**src/hw/rtl/i2a_pkg.sv**
```systemverilog
// Shared constants, types and character helpers for the integer-to-ASCII converter.
`default_nettype none
package i2a_pkg;

  localparam int VALUE_WIDTH = 64;
  localparam int PTR_DIGITS  = 16;
  // floor(W * log10(2)) + 1 decimal digits cover 2^W - 1
  localparam int DEC_DIGITS  = (VALUE_WIDTH * 30103) / 100000 + 1;
  localparam int NUM_CELLS   = (DEC_DIGITS > PTR_DIGITS) ? DEC_DIGITS : PTR_DIGITS;
  localparam int REM_W       = $clog2(NUM_CELLS + 1);
  localparam int CNT_W       = $clog2(VALUE_WIDTH + 1);

  localparam logic [1:0] MODE_SDEC = 2'd0;
  localparam logic [1:0] MODE_UDEC = 2'd1;
  localparam logic [1:0] MODE_HEX  = 2'd2;
  localparam logic [1:0] MODE_PTR  = 2'd3;

  localparam logic [7:0] CH_MINUS = 8'h2d;
  localparam logic [7:0] CH_ZERO  = 8'h30;
  localparam logic [7:0] CH_X     = 8'h78;
  localparam logic [7:0] CH_A_OFS = 8'h57;  // 'a' - 10

  typedef enum logic [1:0] {
    CELL_HOLD,
    CELL_CLEAR,
    CELL_CONV,
    CELL_UP
  } cell_op_t;

  typedef struct packed {
    cell_op_t op;
    logic     dec;
  } cell_ctrl_t;

  function automatic logic [7:0] hex_char(input logic [3:0] d);
    logic [7:0] c;
    if (d < 4'd10) begin
      c = CH_ZERO + {4'd0, d};
    end else begin
      c = CH_A_OFS + {4'd0, d};
    end
    return c;
  endfunction

endpackage
`default_nettype wire

```
**src/hw/rtl/i2a_cell.sv**
```systemverilog
// One digit cell: shift-and-add-3 step during conversion, digit shift-up during output.
`default_nettype none
module i2a_cell (
  input  wire logic              clk,
  input  wire i2a_pkg::cell_ctrl_t ctrl,
  input  wire logic              bit_in,
  input  wire logic [3:0]        digit_in,
  output logic                   bit_out,
  output logic [3:0]             digit
);

  logic [3:0] adj;

  // decimal digits of 5 or more get +3 before doubling; hex nibbles shift plain
  always_comb begin
    if (ctrl.dec && (digit >= 4'd5)) begin
      adj = digit + 4'd3;
    end else begin
      adj = digit;
    end
  end

  assign bit_out = adj[3];

  always_ff @(posedge clk) begin
    unique case (ctrl.op)
      i2a_pkg::CELL_HOLD:  digit <= digit;
      i2a_pkg::CELL_CLEAR: digit <= 4'd0;
      i2a_pkg::CELL_CONV:  digit <= {adj[2:0], bit_in};
      i2a_pkg::CELL_UP:    digit <= digit_in;
      default:             digit <= digit;
    endcase
  end

endmodule
`default_nettype wire

```
**src/hw/rtl/integer_to_ascii_radix_core.sv**
```systemverilog
// Integer to ASCII text converter: sequencer, bit shifter and a chain of digit cells.
// Steps: shift all 64 value bits through the digit cells, then the prefix ("0x" in pointer mode,
// "-" for negative signed values), then leading zeros are dropped, then one character per cycle
// while out_ready allows. One item at a time: in_ready is high only in idle, to which the
// sequencer returns once the final character is loaded into the one-character output register.
// Reset clears the state, out_valid and pfx_second; digit cells and data registers are not reset.
`default_nettype none
module integer_to_ascii_radix_core (
  input  wire logic        clk,
  input  wire logic        rst,
  input  wire logic        in_valid,
  output logic             in_ready,
  input  wire logic [1:0]  mode,
  input  wire logic [63:0] value,
  output logic             out_valid,
  input  wire logic        out_ready,
  output logic [7:0]       char_out,
  output logic             last
);

  localparam int W  = i2a_pkg::VALUE_WIDTH;
  localparam int NC = i2a_pkg::NUM_CELLS;

  typedef enum logic [2:0] {
    S_IDLE,
    S_CONV,
    S_PFX,
    S_SKIP,
    S_EMIT
  } state_t;

  state_t                     state;
  logic [1:0]                 mode_q;
  logic                       neg;
  logic                       pfx_second;
  logic [W-1:0]               sr;
  logic [i2a_pkg::CNT_W-1:0]  bit_cnt;
  logic [i2a_pkg::REM_W-1:0]  rem;

  logic [W-1:0]               v_in;
  logic                       neg_in;
  logic                       in_fire;
  logic                       free;
  logic                       load;
  logic                       is_ptr;
  logic                       skip;
  logic [3:0]                 top;
  i2a_pkg::cell_ctrl_t        ctrl;

  logic [3:0] digits [NC];
  logic       bits   [NC+1];

  assign in_ready = (state == S_IDLE);
  assign in_fire  = in_valid && in_ready;
  assign free     = !out_valid || out_ready;
  assign is_ptr   = (mode_q == i2a_pkg::MODE_PTR);
  assign top      = digits[NC-1];

  assign v_in   = value[W-1:0];
  assign neg_in = (mode == i2a_pkg::MODE_SDEC) && v_in[W-1];

  // a character enters the output register this cycle
  always_comb begin
    load = 1'b0;
    if (free) begin
      if (state == S_PFX) begin
        load = is_ptr || neg;
      end else if (state == S_EMIT) begin
        load = 1'b1;
      end
    end
  end

  // pointer mode drops the cells above its fixed 16 digits; others drop leading zeros
  always_comb begin
    if (is_ptr) begin
      skip = (rem > i2a_pkg::REM_W'(i2a_pkg::PTR_DIGITS));
    end else begin
      skip = (top == 4'd0) && (rem > i2a_pkg::REM_W'(1));
    end
  end

  always_comb begin
    ctrl.dec = (mode_q == i2a_pkg::MODE_SDEC) || (mode_q == i2a_pkg::MODE_UDEC);
    ctrl.op  = i2a_pkg::CELL_HOLD;
    unique case (state)
      S_IDLE:  if (in_fire) ctrl.op = i2a_pkg::CELL_CLEAR;
      S_CONV:  ctrl.op = i2a_pkg::CELL_CONV;
      S_SKIP:  if (skip) ctrl.op = i2a_pkg::CELL_UP;
      S_EMIT:  if (free) ctrl.op = i2a_pkg::CELL_UP;
      default: ctrl.op = i2a_pkg::CELL_HOLD;
    endcase
  end

  assign bits[0] = sr[W-1];

  for (genvar g = 0; g < NC; g++) begin : g_cell
    i2a_cell u_cell (
      .clk      (clk),
      .ctrl     (ctrl),
      .bit_in   (bits[g]),
      .digit_in ((g == 0) ? 4'd0 : digits[(g == 0) ? 0 : g-1]),
      .bit_out  (bits[g+1]),
      .digit    (digits[g])
    );
  end

  always_ff @(posedge clk) begin
    if (rst) begin
      state      <= S_IDLE;
      out_valid  <= 1'b0;
      pfx_second <= 1'b0;
    end else begin
      out_valid <= load || (out_valid && !out_ready);
      unique case (state)
        S_IDLE: begin
          if (in_fire) begin
            mode_q     <= mode;
            neg        <= neg_in;
            sr         <= neg_in ? (~v_in + W'(1)) : v_in;
            bit_cnt    <= i2a_pkg::CNT_W'(W);
            rem        <= i2a_pkg::REM_W'(NC);
            pfx_second <= 1'b0;
            state      <= S_CONV;
          end
        end
        S_CONV: begin
          sr      <= {sr[W-2:0], 1'b0};
          bit_cnt <= bit_cnt - i2a_pkg::CNT_W'(1);
          if (bit_cnt == i2a_pkg::CNT_W'(1)) begin
            state <= S_PFX;
          end
        end
        S_PFX: begin
          if (is_ptr) begin
            if (free) begin
              last       <= 1'b0;
              char_out   <= pfx_second ? i2a_pkg::CH_X : i2a_pkg::CH_ZERO;
              pfx_second <= 1'b1;
              if (pfx_second) begin
                state <= S_SKIP;
              end
            end
          end else if (neg) begin
            if (free) begin
              last      <= 1'b0;
              char_out  <= i2a_pkg::CH_MINUS;
              state     <= S_SKIP;
            end
          end else begin
            state <= S_SKIP;
          end
        end
        S_SKIP: begin
          if (skip) begin
            rem <= rem - i2a_pkg::REM_W'(1);
          end else begin
            state <= S_EMIT;
          end
        end
        S_EMIT: begin
          if (free) begin
            char_out  <= i2a_pkg::hex_char(top);
            last      <= (rem == i2a_pkg::REM_W'(1));
            rem       <= rem - i2a_pkg::REM_W'(1);
            if (rem == i2a_pkg::REM_W'(1)) begin
              state <= S_IDLE;
            end
          end
        end
        default: state <= S_IDLE;
      endcase
    end
  end

  a_rem_nonzero: assert property (@(posedge clk) disable iff (rst)
    (state == S_SKIP || state == S_EMIT) |-> (rem != '0))
    else $error("digit count ran out before the final character");

  a_conv_done: assert property (@(posedge clk) disable iff (rst)
    (state == S_PFX || state == S_SKIP || state == S_EMIT) |-> (bit_cnt == '0))
    else $error("output started before conversion finished");

  a_ptr_width: assert property (@(posedge clk) disable iff (rst)
    (state == S_EMIT && is_ptr) |-> (rem <= i2a_pkg::REM_W'(i2a_pkg::PTR_DIGITS)))
    else $error("pointer text longer than 16 digits");

  a_last_ends: assert property (@(posedge clk) disable iff (rst)
    (state == S_EMIT && free && rem == i2a_pkg::REM_W'(1))
      |=> (state == S_IDLE && out_valid && last))
    else $error("final character not marked or sequencer not back to idle");

  a_out_hold: assert property (@(posedge clk) disable iff (rst)
    (out_valid && !out_ready) |=> (out_valid && $stable(char_out) && $stable(last)))
    else $error("output item changed before it was taken");

endmodule
`default_nettype wire

```
**config.mk**
```make
export PLATFORM = sky130hd
export DESIGN_NAME = integer_to_ascii_radix_core
export DESIGN_NICKNAME = d
export VERILOG_FILES = /design/src/hw/rtl/i2a_pkg.sv /design/src/hw/rtl/i2a_cell.sv /design/src/hw/rtl/integer_to_ascii_radix_core.sv
export SDC_FILE = /design/constraint.sdc
export NUM_CORES = 1
export LEC_CHECK = 0
export BUFFER_PORTS_ARGS = -buffer_cell sky130_fd_sc_hd__clkbuf_2
export CAP_MARGIN = 25
export CORE_UTILIZATION = 29
export CTS_BUF_LIST = sky130_fd_sc_hd__clkbuf_4
export DETAILED_ROUTE_END_ITERATION = 12
export GPL_TIMING_DRIVEN = 0
export SLEW_MARGIN = 10
export SYNTH_ARGS = -nofsm -noshare
export SYNTH_HDL_FRONTEND = slang
export SYNTH_SLANG_ARGS = --single-unit
```
**constraint.sdc**
```tcl
create_clock -name clk -period 7.2 [get_ports clk]
set_input_delay 0.36 -clock clk [delete_from_list [all_inputs] [get_ports clk]]
set_output_delay 0.36 -clock clk [all_outputs]
set_load 0.01 [all_outputs]
```
After elaboration in Yosys (flattened, before gate mapping)
Index checks and enable logic that the tools add are counted.
- word-level logic and storage cells: 235
- bits in latches: 0
- memories kept: 0
- output and inout bits: 11
- input port bits: 70
- ROM bits: 0
- bits in registers: 173
- bits in writable memories: 0
- multipliers: 0
- bitwise gates (word level): 2
- divide/modulo/power cells: 0
- $add $sub $neg: 25
- muxes and demuxes: 85
- order comparisons: 23
- shifts and indexed selects: 0
- equality and inequality tests: 23
- reductions and logical operators: 47
- operator list (kind ; count):
    one-hot mux 4 bit (3 select lines) ; 19
    2-to-1 mux 64 bit ; 2
    one-hot mux 64 bit (2 select lines) ; 1
    greater-or-equal comparator 4 x 3 -> 1 bit (second input constant) ; 20
    adder 4 x 2 -> 4 bit (second input constant) ; 19
    2-to-1 mux 4 bit ; 19
    adder 64 x 1 -> 64 bit (second input constant) ; 1
    NOT 64 bit ; 1
    2-to-1 mux 8 bit ; 6
    2-to-1 mux 3 bit ; 11
    logical AND 1 bit ; 24
    one-hot mux 8 bit (2 select lines) ; 1
    2-to-1 mux 5 bit ; 3
    one-hot mux 3 bit (5 select lines) ; 1
    one-hot mux 5 bit (3 select lines) ; 1
    2-to-1 mux 7 bit ; 2
    one-hot mux 7 bit (2 select lines) ; 1
    2-to-1 mux 1 bit ; 12
    != test 2 bit (second input constant) ; 6
    != test 3 bit (second input constant) ; 4
    AND reduction 5 bit ; 2
    adder 7 x 4 -> 8 bit (first input constant) ; 1
    one-hot mux 2 bit (4 select lines) ; 1
    one-hot mux 4 bit (2 select lines) ; 1
    29 further kinds ; 46

Longest topological paths before layout
Gate-level depths: netlist of the first run.
- depth in word-level cells: 8
- gate-level depth with buffers: 10
- depth with buffers taken out: 8

Modules after synthesis
Synthesis of the first run repeated with hierarchy kept, for this count alone.
- cell total of the unflattened synthesis: 1150
- area, all modules: 11487.3 µm²
- by module, submodules not included (module ; times used ; cells an instance ; area each (µm²) ; seq. area each (µm²)):
    i2a_cell ; 20 ; 29 ; 295.3 ; 120.1
    integer_to_ascii_radix_core ; 1 ; 570 ; 5581.6 ; 2712.6

Worst setup path before layout of the first run
Ideal clock, no wire load.
- path kind: register to register
- start point: register state[0]
- end point: register bit_cnt[0] (netlist bit), enable pin
- data required time: 6.676 ns
- setup slack: 2.052 ns
- clock period less this slack: 5.148 ns
- arrival time: 4.625 ns
- path buffers: 2
- setup time: 0.524 ns
- stages on the path, launching flop included: 5
- cells stage by stage: dfxtp_1 > or3b_2 > clkbuf_1 > clkbuf_1 > a21oi_1
- cells in the longest elaborated chain, start to end: 4
- elaborated cells on any way between the ends: 6
- classes of those cells: 2 x eq/ne; 4 x reduce/logical
- ends and longest elaborated chain (what ; line ; RTL):
    from (decl) ; integer_to_ascii_radix_core.sv:32 ; state_t state;
    from (signal assigned) ; integer_to_ascii_radix_core.sv:110 ; state <= S_IDLE;
    from (signal assigned) ; integer_to_ascii_radix_core.sv:124 ; state <= S_CONV;
    from (signal assigned) ; integer_to_ascii_radix_core.sv:131 ; state <= S_PFX;
    zero test 3 bit ; integer_to_ascii_radix_core.sv:53, integer_to_ascii_radix_core.sv:115 ;
    logical AND 1 bit ; integer_to_ascii_radix_core.sv:54 ; assign in_fire = in_valid && in_ready;
    != test 2 x 1 -> 1 bit (no line) ; n/a ;
    AND reduction 3 bit (no line) (*) ; n/a ;
    to (signal assigned) ; integer_to_ascii_radix_core.sv:121 ; bit_cnt <= i2a_pkg::CNT_W'(W);
    to (signal assigned) ; integer_to_ascii_radix_core.sv:129 ; bit_cnt <= bit_cnt - i2a_pkg::CNT_W'(1);
    to (decl) ; integer_to_ascii_radix_core.sv:37 ; logic [i2a_pkg::CNT_W-1:0] bit_cnt;
Mark *: on every way between the ends. The rest lies on a longest branch, timed or not.
A chain may end at the register's enable or synchronous reset.

Worst setup path in the final report of the first run
- start point: register rem[0] (netlist bit)
- end point: register g_cell[7].u_cell.digit[1], enable pin
- cells in the longest elaborated chain, start to end: 6
- elaborated cells on any way between the ends: 7
- classes of those cells: 2 x order compare; 3 x mux; 2 x reduce/logical
- ends and longest elaborated chain (what ; line ; RTL):
    from (decl) ; integer_to_ascii_radix_core.sv:38 ; logic [i2a_pkg::REM_W-1:0] rem;
    from (signal assigned) ; integer_to_ascii_radix_core.sv:122 ; rem <= i2a_pkg::REM_W'(NC);
    from (signal assigned) ; integer_to_ascii_radix_core.sv:156 ; rem <= rem - i2a_pkg::REM_W'(1);
    from (signal assigned) ; integer_to_ascii_radix_core.sv:165 ; rem <= rem - i2a_pkg::REM_W'(1);
    greater-than comparator 5 x 1 -> 1 bit ; integer_to_ascii_radix_core.sv:79 ; skip = (top == 4'd0) && (rem > i2a_pkg::REM_W'(1));
    logical AND 1 bit ; integer_to_ascii_radix_core.sv:79 ;
    2-to-1 mux 1 bit (*) ; integer_to_ascii_radix_core.sv:76 ; if (is_ptr) begin
    2-to-1 mux 2 bit (*) ; integer_to_ascii_radix_core.sv:89 ; S_SKIP: if (skip) ctrl.op = i2a_pkg::CELL_UP;
    one-hot mux 2 bit (4 select lines) (*) ; integer_to_ascii_radix_core.sv:86 ; unique case (state)
    zero test 2 bit (*) ; i2a_cell.sv:26 ; unique case (ctrl.op)
    to (signal assigned) ; i2a_cell.sv:27 ; i2a_pkg::CELL_HOLD: digit <= digit;
    to (signal assigned) ; i2a_cell.sv:29 ; i2a_pkg::CELL_CONV: digit <= {adj[2:0], bit_in};
    to (signal assigned) ; i2a_cell.sv:30 ; i2a_pkg::CELL_UP: digit <= digit_in;
    to (decl) ; i2a_cell.sv:9 ; output logic [3:0] digit
Marks and branches as above.

==> results.yml, run 1 <==
global_route:
  grt_pass1_vias: 8101
  grt.total_usage: 0.143
  grt_pass1_wl_um: 43100
  antenna_found_initial: 2
  grt-ovfl-total: 0
  grt_max_degree: 50
floorplanning:
  rows: 69
  coreArea_um2: 35800
  initial_utilization: 0.297
  dieArea_um2: 37500
  pin_count: 81
  fp.dieH_um: 194
  die_w_um: 194
logic_synthesis:
  synthFlopType: "edfxtp_1"
  yosysSeqAreaShare: 0.480
  synth-edff-count: 167
  synth_mux_area_frac: 0.00870
  async_flop_share: 0
  ys_warn_count: 0
  synth-compound-area-share: 0.175
  syn-num-nets: 1206
  netlist-cell-type-count: 55
  synth-seq-cells: 172
  synth_xor_area_frac: 0.0880
  synth.avg_cell_area_um2: 9.77
  synthesis.area_um2: 10600
  synthSimpleGateAreaFrac: 0.154
  synth_top_area_share: 0.471
  ys_top_cells_by_area: "edfxtp_1, ha_1, a21oi_1"
  synth_top_family_by_area: "compound AO/OA/AOI/OAI gates"
  synthCells: 1090
  synth_top_area_cell: "edfxtp_1"
  synth_fa_ha_area_frac: 0.0541
timing:
  finalHoldViolations: 0
  max_freq_mhz: 278
  post-route-min-period_ns: 3.60
  post-route-period-util: 0.500
  slew_violations: 0
  finalClockSkew_ns: 0.0271
  tightest_slew_ns: 0.937
  fin_ws_ns: 3.60
  setup_viol: 0
  relSlewSlack: 0.370
  rsz0062_at_grt: "no"
placed_design:
  hpwl_um: 19300
  place_worst_setup_slack_ns: 3.62
  place_congestion: 0.848
  io_buffer_count: 78
job:
  cap_violations: 0
routing:
  dr_wl_met3_um: 1240
  wl_per_cell_um: 16.1
  top_layer: "met4"
  drt-total-wl_um: 26800
  drc_errors: 0
  num_vias: 8515
  ant_nets: 0
  dr_wl_met2_um: 12700
  firstDrtPassIters: 5
  drt_iter0_drc: 570
  wl_met1_um: 12500
  via_per_inst: 5.10
clocking:
  cts_buffers: 17
  clkLatencyLatePin_ns: 0.58
  clock_sinks: 172
  clk_path_buf_depth: 2
  cts.clk_slew.worst_paths_ns: 0.16
  cts_tree: "done"
  root_buffer: "clkbuf_4"
  post_cts_buffers: 0
  htreeDepth: 4
  cts_resized: 0
run_status:
  outcome: "finished, final reports clean"
pwr:
  ir_worst_vdd_mv: 0.171
  p_per_area_nw_per_um2: 360
  p_leak_nw: 4.26
  power_mw: 4.33
setup_path:
  critPathLaunchType: "flop"
  crit_path_max_fanout: 49
  cp.required_ns: 7.51
  end_kind: "flop"
  critPathKind: "flop to flop"
  critPathArrivalTime_ns: 3.91
finish:
  nets: 1311
  fillers: 3653
  syn2layout_area_growth_pct: 12.8
  drive_gt1_frac: 0.110
min_path:
  hp-class: "input port to flop"
## power by group
group	internal, mW	switching, mW
Clock	0.146	0.360
Combinational	0.675	1.12
Sequential	1.70	0.325
## worst max-delay path, stage by stage (launching register included)
cell and delay, ns:
edfxtp_1 0.48, inv_1 0.09, ha_1 0.17, or3b_2 0.48
and3_1 0.19, o21ai_0 0.46, o21ai_1 0.34, nand2b_1 0.32
nand2b_4 0.40, buf_16 0.36
## cells in the final DEF (no fill, tap or decap), drive strengths merged, types with 5 or more instances in the layout
master and count:
edfxtp 167, clkbuf 140, a21oi 111, o21ai 110, nor2 106, nand2 89, xnor2 61, inv 57
xor2 46, ha 46, or4 28, nor3 26, nand2b 24, o211ai 19, a21o 19, a22o 18
nor4 17, buf 16, o31ai 12, a31oi 10, mux2i 7, clkinv 6, or3b 5, dfxtp 5
o41ai 5
## layer usage
metal	GRT usage	vias to the layer above
li1	-	4172
met5	0	-
met1	0.194	4079
met3	0.0220	27
met2	0.234	237
met4	0.0433	0
## cells in the mapped netlist (4+ instances only)
| master | count |
|---|---|
| clkbuf_1 | 43 |
| buf_1 | 8 |
| xor2_1 | 46 |
| o31ai_1 | 11 |
| inv_1 | 53 |
| or3b_2 | 5 |
| edfxtp_1 | 167 |
| or4_1 | 26 |
| o211ai_1 | 19 |
| nand2b_1 | 24 |
| or3_1 | 4 |
| nor2b_1 | 4 |
| and3_1 | 4 |
| a21o_1 | 19 |
| o21ai_0 | 109 |
| a211oi_1 | 4 |
| nand2_1 | 89 |
| nor2_1 | 106 |
| o41ai_1 | 4 |
| nor3_1 | 26 |
| dfxtp_1 | 5 |
| ha_1 | 46 |
| nor4_1 | 16 |
| a31oi_1 | 10 |
| nand4b_1 | 4 |
| xnor2_1 | 61 |
| or2_2 | 4 |
| mux2i_1 | 7 |
| a22o_1 | 18 |
| a21oi_1 | 111 |
## flip-flops by register name, summed over array words and instances, names as in the netlist, 2 cells and up
signal and count:
bit_cnt 7, char_out 7, g_cell.u_cell.digit 80, mode_q 2, rem 5, sr 64
state 3
## metrics by stage
| stage | setup TNS, ns | instances | cell area [um^2] | util | hold WS (ns) |
|---|---|---|---|---|---|
| floorplan | 0 | 1090 | 10600 | - | 0.459 |
| global placement | -1.95 | 1629 | 11600 | 0.324 | 0.505 |
| detailed placement | 0 | 1634 | 11700 | 0.328 | 0.518 |
| CTS | 0 | 1669 | 12000 | 0.335 | 0.123 |
| global route | 0 | 1670 | 12000 | 0.335 | 0.139 |
| finish | 0 | 1670 | 12000 | 0.335 | 0.174 |
## kinds of logic (layout without fill, tap and decap cells)
group / after synthesis / count (layout)
AO/OA/AOI/OAI: 316 / 316
buffers and inverters: 108 / 226
adder cells (fa/ha/maj): 46 / 46
other: 2 / 3
multiplexers: 9 / 9
flip-flops: 172 / 172
AND/OR/NAND/NOR: 330 / 330
XOR/XNOR: 107 / 107
## final cells by class
| class | instances | area (um^2) | area share |
|---|---|---|---|
| Multi-Input combinational cell | 810 | 5130 | 0.427 |
| Sequential cell | 172 | 5110 | 0.426 |
| Tap cell | 461 | 577 | 0.0480 |
| Timing Repair Buffer | 86 | 528 | 0.0440 |
| Buffer | 54 | 215 | 0.0179 |
| Inverter | 54 | 203 | 0.0169 |
| Clock buffer | 19 | 143 | 0.0119 |
| Clock inverter | 13 | 93.8 | 0.00781 |
| Antenna cell | 1 | 2.50 | 0.000208 |
## what timing repair did
item                                   CTS  global route
endpoints found under the hold margin    3             0
hold buffers                             3             0
setup endpoints to repair                0             0
## worst paths after layout
path	start	endpoint	slack [ns]	cells after the start
max	rem[0]	g_cell[7].u_cell.digit[1]	3.60	9
min	value[0]	sr[0]	0.17	3
max reg2reg	rem[0]	g_cell[7].u_cell.digit[1]	3.60	9
min reg2reg	sr[29]	sr[30]	0.55	2
(Power assumes the default switching activity.)
==> run 2, diff against run 1 <==
- clock period: 7.2 -> 3.3 ns (I/O delays scaled with it)
==> run 2 against run 1 <==
  * Global-route usage increased by 0.44 points
  * Non-clock buffer count increased by 42
  * Sequential cell count unchanged
  * Routed wire length increased by 1.9%
  * Clock skew decreased by 0.0021 ns
  * Worst hold slack got worse by 0.13 ns
  * Via count increased by 2.2%
  * Sequential power increased by 120%
  * First-iteration DRC count increased by 11%
  * Critical path depth unchanged
  * Cell count increased by 2.6%
  * Combinational power increased by 120%
  * Critical endpoint is now sr[60]
  * Largest cell class unchanged
  * Highest routed layer unchanged
==> results.yml, run 2 (synthesized netlist as in run 1, its figures left out) <==
pwr:
  ir_worst_vdd_mv: 0.379
  switching_power_mw: 4.07
  power_mw: 9.63
  pwr-share-clk: 0.126
  p_comb_frac: 0.416
  switching_share: 0.423
  p_int_mw: 5.56
  p_leak_nw: 4.50
  p_per_area_nw_per_um2: 770
  seq_power_share: 0.457
setup_path:
  critPathLaunchType: "input port"
  reg2reg_depth: 9
  critPathArrivalTime_ns: 3.40
  reg2reg_slack_ns: 0.31
  r2r-start: "g_cell[19].u_cell.digit[1]"
  end_kind: "flop"
  critPathKind: "input port to flop"
  cp.required_ns: 3.63
  crit_path_max_fanout: 6
  r2r_end: "g_cell[8].u_cell.digit[1]"
global_route:
  grt_pass1_wl_um: 44600
  grt_max_degree: 38
  antenna_found_initial: 1
  grt_pass1_vias: 8368
  grt-ovfl-total: 0
  grt.total_usage: 0.147
floorplanning:
  dieArea_um2: 37500
  fp.dieH_um: 194
  coreArea_um2: 35800
  die_w_um: 194
  rows: 69
  pin_count: 81
  initial_utilization: 0.297
timing:
  relSlewSlack: 0.302
  finalClockSkew_ns: 0.0250
  tightest_slew_ns: 1.05
  max_freq_mhz: 325
  setup_tns_ns: 0
  rsz0062_at_grt: "no"
  post-route-min-period_ns: 3.07
  post-route-period-util: 0.931
  setup_viol: 0
  finalHoldViolations: 0
  slew_violations: 0
routing:
  ant_nets: 0
  wl_per_cell_um: 16.0
  drc_errors: 0
  num_vias: 8704
  drt_iter0_drc: 634
  drt-total-wl_um: 27300
  firstDrtPassIters: 7
  via_per_inst: 5.08
clocking:
  cts.clk_slew.worst_paths_ns: 0.15
  post_cts_buffers: 0
  clk_path_buf_depth: 2
  clock_sinks: 172
  clkLatencyLatePin_ns: 0.59
  cts_tree: "done"
  cts_buffers: 17
  htreeDepth: 4
  root_buffer: "clkbuf_4"
finish:
  largest_register_ffs: 80
  top_register: "g_cell.u_cell.digit"
  nets: 1355
  drive_gt1_frac: 0.117
  mostFrequentLayoutCells: "edfxtp_1, a21oi_1, o21ai_0, nor2_1, nand2_1"
  final_common_cell: "edfxtp_1"
  syn2layout_area_growth_pct: 17.5
  largestRegisters: "g_cell.u_cell.digit: 80 flops, sr: 64 flops"
  fillers: 3593
min_path:
  hp-class: "input port to flop"
  holdPathStages: 3
  min_from: "value[45]"
  hold_end: "sr[45]"
job:
  cap_violations: 0
placed_design:
  hpwl_um: 19400
  place_congestion: 0.852
  io_buffer_count: 78
run_status:
  outcome: "finished, final reports clean"
==> run 2: changes by cell type in the layout (fill, tap and decap cells not counted), sizes merged <==
cell         change
inv              +5
dlygate4sd3     +43
nand2b           +2
clkinvlp         -3
clkbuf           -1
buf              -2
==> run 2: stage by stage <==
| step | worst slack [ns] | hold WS, ns | cells | util | cell area (um^2) |
|---|---|---|---|---|---|
| finish | 0.226 | 0.0418 | 1714 | 0.349 | 12500 |
| global route | 0.137 | 0.0111 | 1714 | 0.349 | 12500 |
| CTS | 0.0253 | 0.00116 | 1713 | 0.349 | 12500 |
| detailed placement | -0.233 | 0.384 | 1633 | 0.328 | 11700 |
| global placement | -0.632 | 0.390 | 1629 | 0.325 | 11600 |
| floorplan | 0.338 | 0.264 | 1090 | - | 10700 |
==> run 2: what timing repair did <==
action / in CTS / in global routing
endpoints found under the setup margin: 116 / 102
gates cloned: 2 / 0
hold endpoints to repair: 47 / 0
hold buffers: 46 / 0
resized for setup: 4 / 8
==> run 2: routing by layer <==
| metal | global-route usage | vias to the layer above | routed length [um] |
|---|---|---|---|
| li1 | - | 4267 | - |
| met1 | 0.199 | 4167 | 12700 |
| met2 | 0.248 | 244 | 13100 |
| met3 | 0.0211 | 26 | 1290 |
| met4 | 0.0361 | 0 | 303 |
| met5 | 0 | - | 0 |
==> run 2: final cells by class <==
type,instances,area (um^2),share of cell area
Sequential cell,172,5110,0.409
Inverter,54,203,0.0162
Antenna cell,1,2.50,0.000200
Buffer,54,221,0.0177
Timing Repair Buffer,128,946,0.0756
Clock buffer,17,128,0.0102
Tap cell,461,577,0.0461
Multi-Input combinational cell,812,5170,0.413
Clock inverter,15,149,0.0119
==> run 2: power by group through the flow <==
stage / logic [mW] / clock network (mW) / registers, mW
CTS: 4.04 / 1.25 / 4.39
global route: 4.57 / 1.32 / 4.53
floorplan: 2.78 / 0 / 4.25
finish: 4.01 / 1.22 / 4.41
detailed placement: 3.92 / 0 / 4.44
global placement: 3.70 / 0 / 4.46
==> run 2: worst max-delay path, stage by stage <==
cell	delay [ns]
dlygate4sd3_1	0.55
clkbuf_2	0.14
nor4_1	0.65
nand4b_1	0.45
or4_4	0.66
buf_6	0.16
o31ai_1	0.29
xor2_1	0.24
a21oi_1	0.09
==> run 2: worst max path at each step <==
stage / startpoint / end / slack [ns] / cells past startpoint
floorplan: rem[0] / g_cell[0].u_cell.digit[0] / 0.34 / 8
global placement: state[0] / sr[23] / -0.63 / 4
detailed placement: rem[0] / g_cell[8].u_cell.digit[3] / -0.23 / 9
CTS: g_cell[19].u_cell.digit[1] / g_cell[11].u_cell.digit[0] / 0.03 / 10
global route: rem[0] / g_cell[1].u_cell.digit[2] / 0.14 / 9
finish: value[4] / sr[60] / 0.23 / 9
==> run 3, diff against run 2 <==
- CORE_MARGIN: unset -> 3
- GPL_TIMING_DRIVEN: 0 -> 1
- clock period: 3.3 -> 2.69 ns (I/O delays scaled with it)
==> run 3 against run 2 <==
  * Power increased by 21%
  * Sequential power rose by 22%
  * Worst hold slack gained 0.015 ns
  * First-iteration DRC count down 15%
  * Cell area rose by 1.9%
==> results.yml, run 3 (synthesized netlist as in run 1, its figures left out) <==
placed_design:
  io_buffer_count: 79
  dp_cells: 1628
  place_worst_setup_slack_ns: -0.0904
  hpwl_um: 16200
  place_congestion: 0.798
timing:
  setup_viol: 0
  post-route-min-period_ns: 2.54
  max_freq_mhz: 394
  rsz0062_at_grt: "no"
  finalHoldViolations: 0
  tightest_slew_ns: 0.958
  fin_ws_ns: 0.153
  slew_violations: 0
  post-route-period-util: 0.943
  whs_ns: 0.0566
  relSlewSlack: 0.357
  finalClockSkew_ns: 0.0293
floorplanning:
  rows: 69
  initial_utilization: 0.296
  dieArea_um2: 39000
  coreArea_um2: 35900
  fp.dieH_um: 198
  pin_count: 81
  die_w_um: 198
pwr:
  pwr-share-clk: 0.130
  p_leak_nw: 4.67
  seq_power_share: 0.461
  p_comb_frac: 0.409
  power_mw: 11.7
  ir_worst_vdd_mv: 0.749
  switching_share: 0.395
  p_per_area_nw_per_um2: 916
  p_int_mw: 7.07
  switching_power_mw: 4.61
setup_path:
  end_kind: "flop"
  cpPeakStageDelay_ns: 0.49
  crit_path_max_fanout: 32
  crit_path_cell_trace: "inv_1 > ha_1 > or3b_2 > and3_4 > o21ai_4 > o21ai_4 > buf_4 > buf_4 > nand2_1 > o21ai_0"
  critPathSlowestCell: "or3b_2"
  cp.required_ns: 3.00
  critPathLaunchType: "flop"
  critPathKind: "flop to flop"
  path_delay_family: "simple AND/OR/NAND/NOR gates"
  cp_num_buf_inv: 3
  critPathArrivalTime_ns: 2.85
finish:
  largest_register_ffs: 80
  drive_gt1_frac: 0.151
  mostFrequentLayoutCells: "edfxtp_1, a21oi_1, o21ai_0, nor2_1, nand2_1"
  final_cells: 1712
  final_common_cell: "edfxtp_1"
  nets: 1353
  largestRegisters: "g_cell.u_cell.digit: 80 flops, sr: 64 flops"
  syn2layout_area_growth_pct: 19.8
  top_register: "g_cell.u_cell.digit"
  final_core_util: 0.355
global_route:
  grt.total_usage: 0.122
  grt_pass1_vias: 8163
  grt_use_met1: 0.166
  grt_pass1_wl_um: 39500
  grt-busiest-layer: "met2"
  grt.met3_usage: 0.0205
  grt_max_degree: 93
  met2_usage: 0.205
  antenna_found_initial: 1
  grt-ovfl-total: 0
run_status:
  outcome: "finished, final reports clean"
clocking:
  cts_tree: "done"
  clock_sinks: 172
  post_cts_buffers: 0
  cts_buffers: 17
  clkLatencyLatePin_ns: 0.56
  clk_path_buf_depth: 2
  cts.clk_slew.worst_paths_ns: 0.16
  root_buffer: "clkbuf_4"
  htreeDepth: 4
routing:
  num_vias: 8405
  drt-total-wl_um: 23900
  via_per_inst: 4.91
  drc_errors: 0
  firstDrtPassIters: 5
  wl_per_cell_um: 14.0
  drt_iter0_drc: 538
  ant_nets: 0
min_path:
  hp-class: "input port to flop"
job:
  cap_violations: 0
[run 3: per-stage QoR]
step,TNS [ns],area (um^2)
final,0,12800
after global routing,0,12800
after CTS,0,12700
after detailed placement,-0.698,11900
after global placement,-0.522,11900
after floorplan,0,10700
[run 3: area by class of cell]
cell class / count / area [um^2]
multi-input combinational: 810 / 5180
antenna: 2 / 5.00
inverter: 54 / 203
clock inverter: 13 / 143
clock buffer: 18 / 135
sequential: 172 / 5110
timing repair buffer: 182 / 1390
tap: 461 / 577
fill: 3638 / 23200
[run 3: worst min-delay path, stage by stage]
cell	delay, ns
clkbuf_2	0.09
buf_4	0.10
xor2_1	0.06
o21ai_0	0.13
[run 3: repair_timing]
item / 4_1_cts / 5_1_grt
hold buffers: 49 / 0
hold endpoints to repair: 50 / 0
setup endpoints to repair: 0 / 61
gates resized for setup: 0 / 2
[run 3: power groups by stage]
| stage | logic [mW] | clock network, mW | registers, mW |
|---|---|---|---|
| finish | 4.78 | 1.52 | 5.38 |
| global route | 5.47 | 1.69 | 5.54 |
| CTS | 4.74 | 1.58 | 5.39 |
| detailed placement | 4.67 | 0 | 5.45 |
| global placement | 4.53 | 0 | 5.43 |
| floorplan | 3.47 | 0 | 5.22 |
[run 3: worst paths after layout]
kind / startpoint / to / slack, ns / depth (start not counted)
setup reg to reg: rem[1] / g_cell[19].u_cell.digit[0] / 0.15 / 10
hold reg to reg: sr[22] / sr[23] / 0.54 / 2
hold / removal: value[12] / sr[12] / 0.06 / 4
setup / recovery: rem[1] / g_cell[19].u_cell.digit[0] / 0.15 / 10
[run 3: metal layers]
layer  routed length [um]  share of wire
met1                11400           0.48
met4                  207         0.0087
met3                  905          0.038
met5                    0              0
met2                11400           0.48
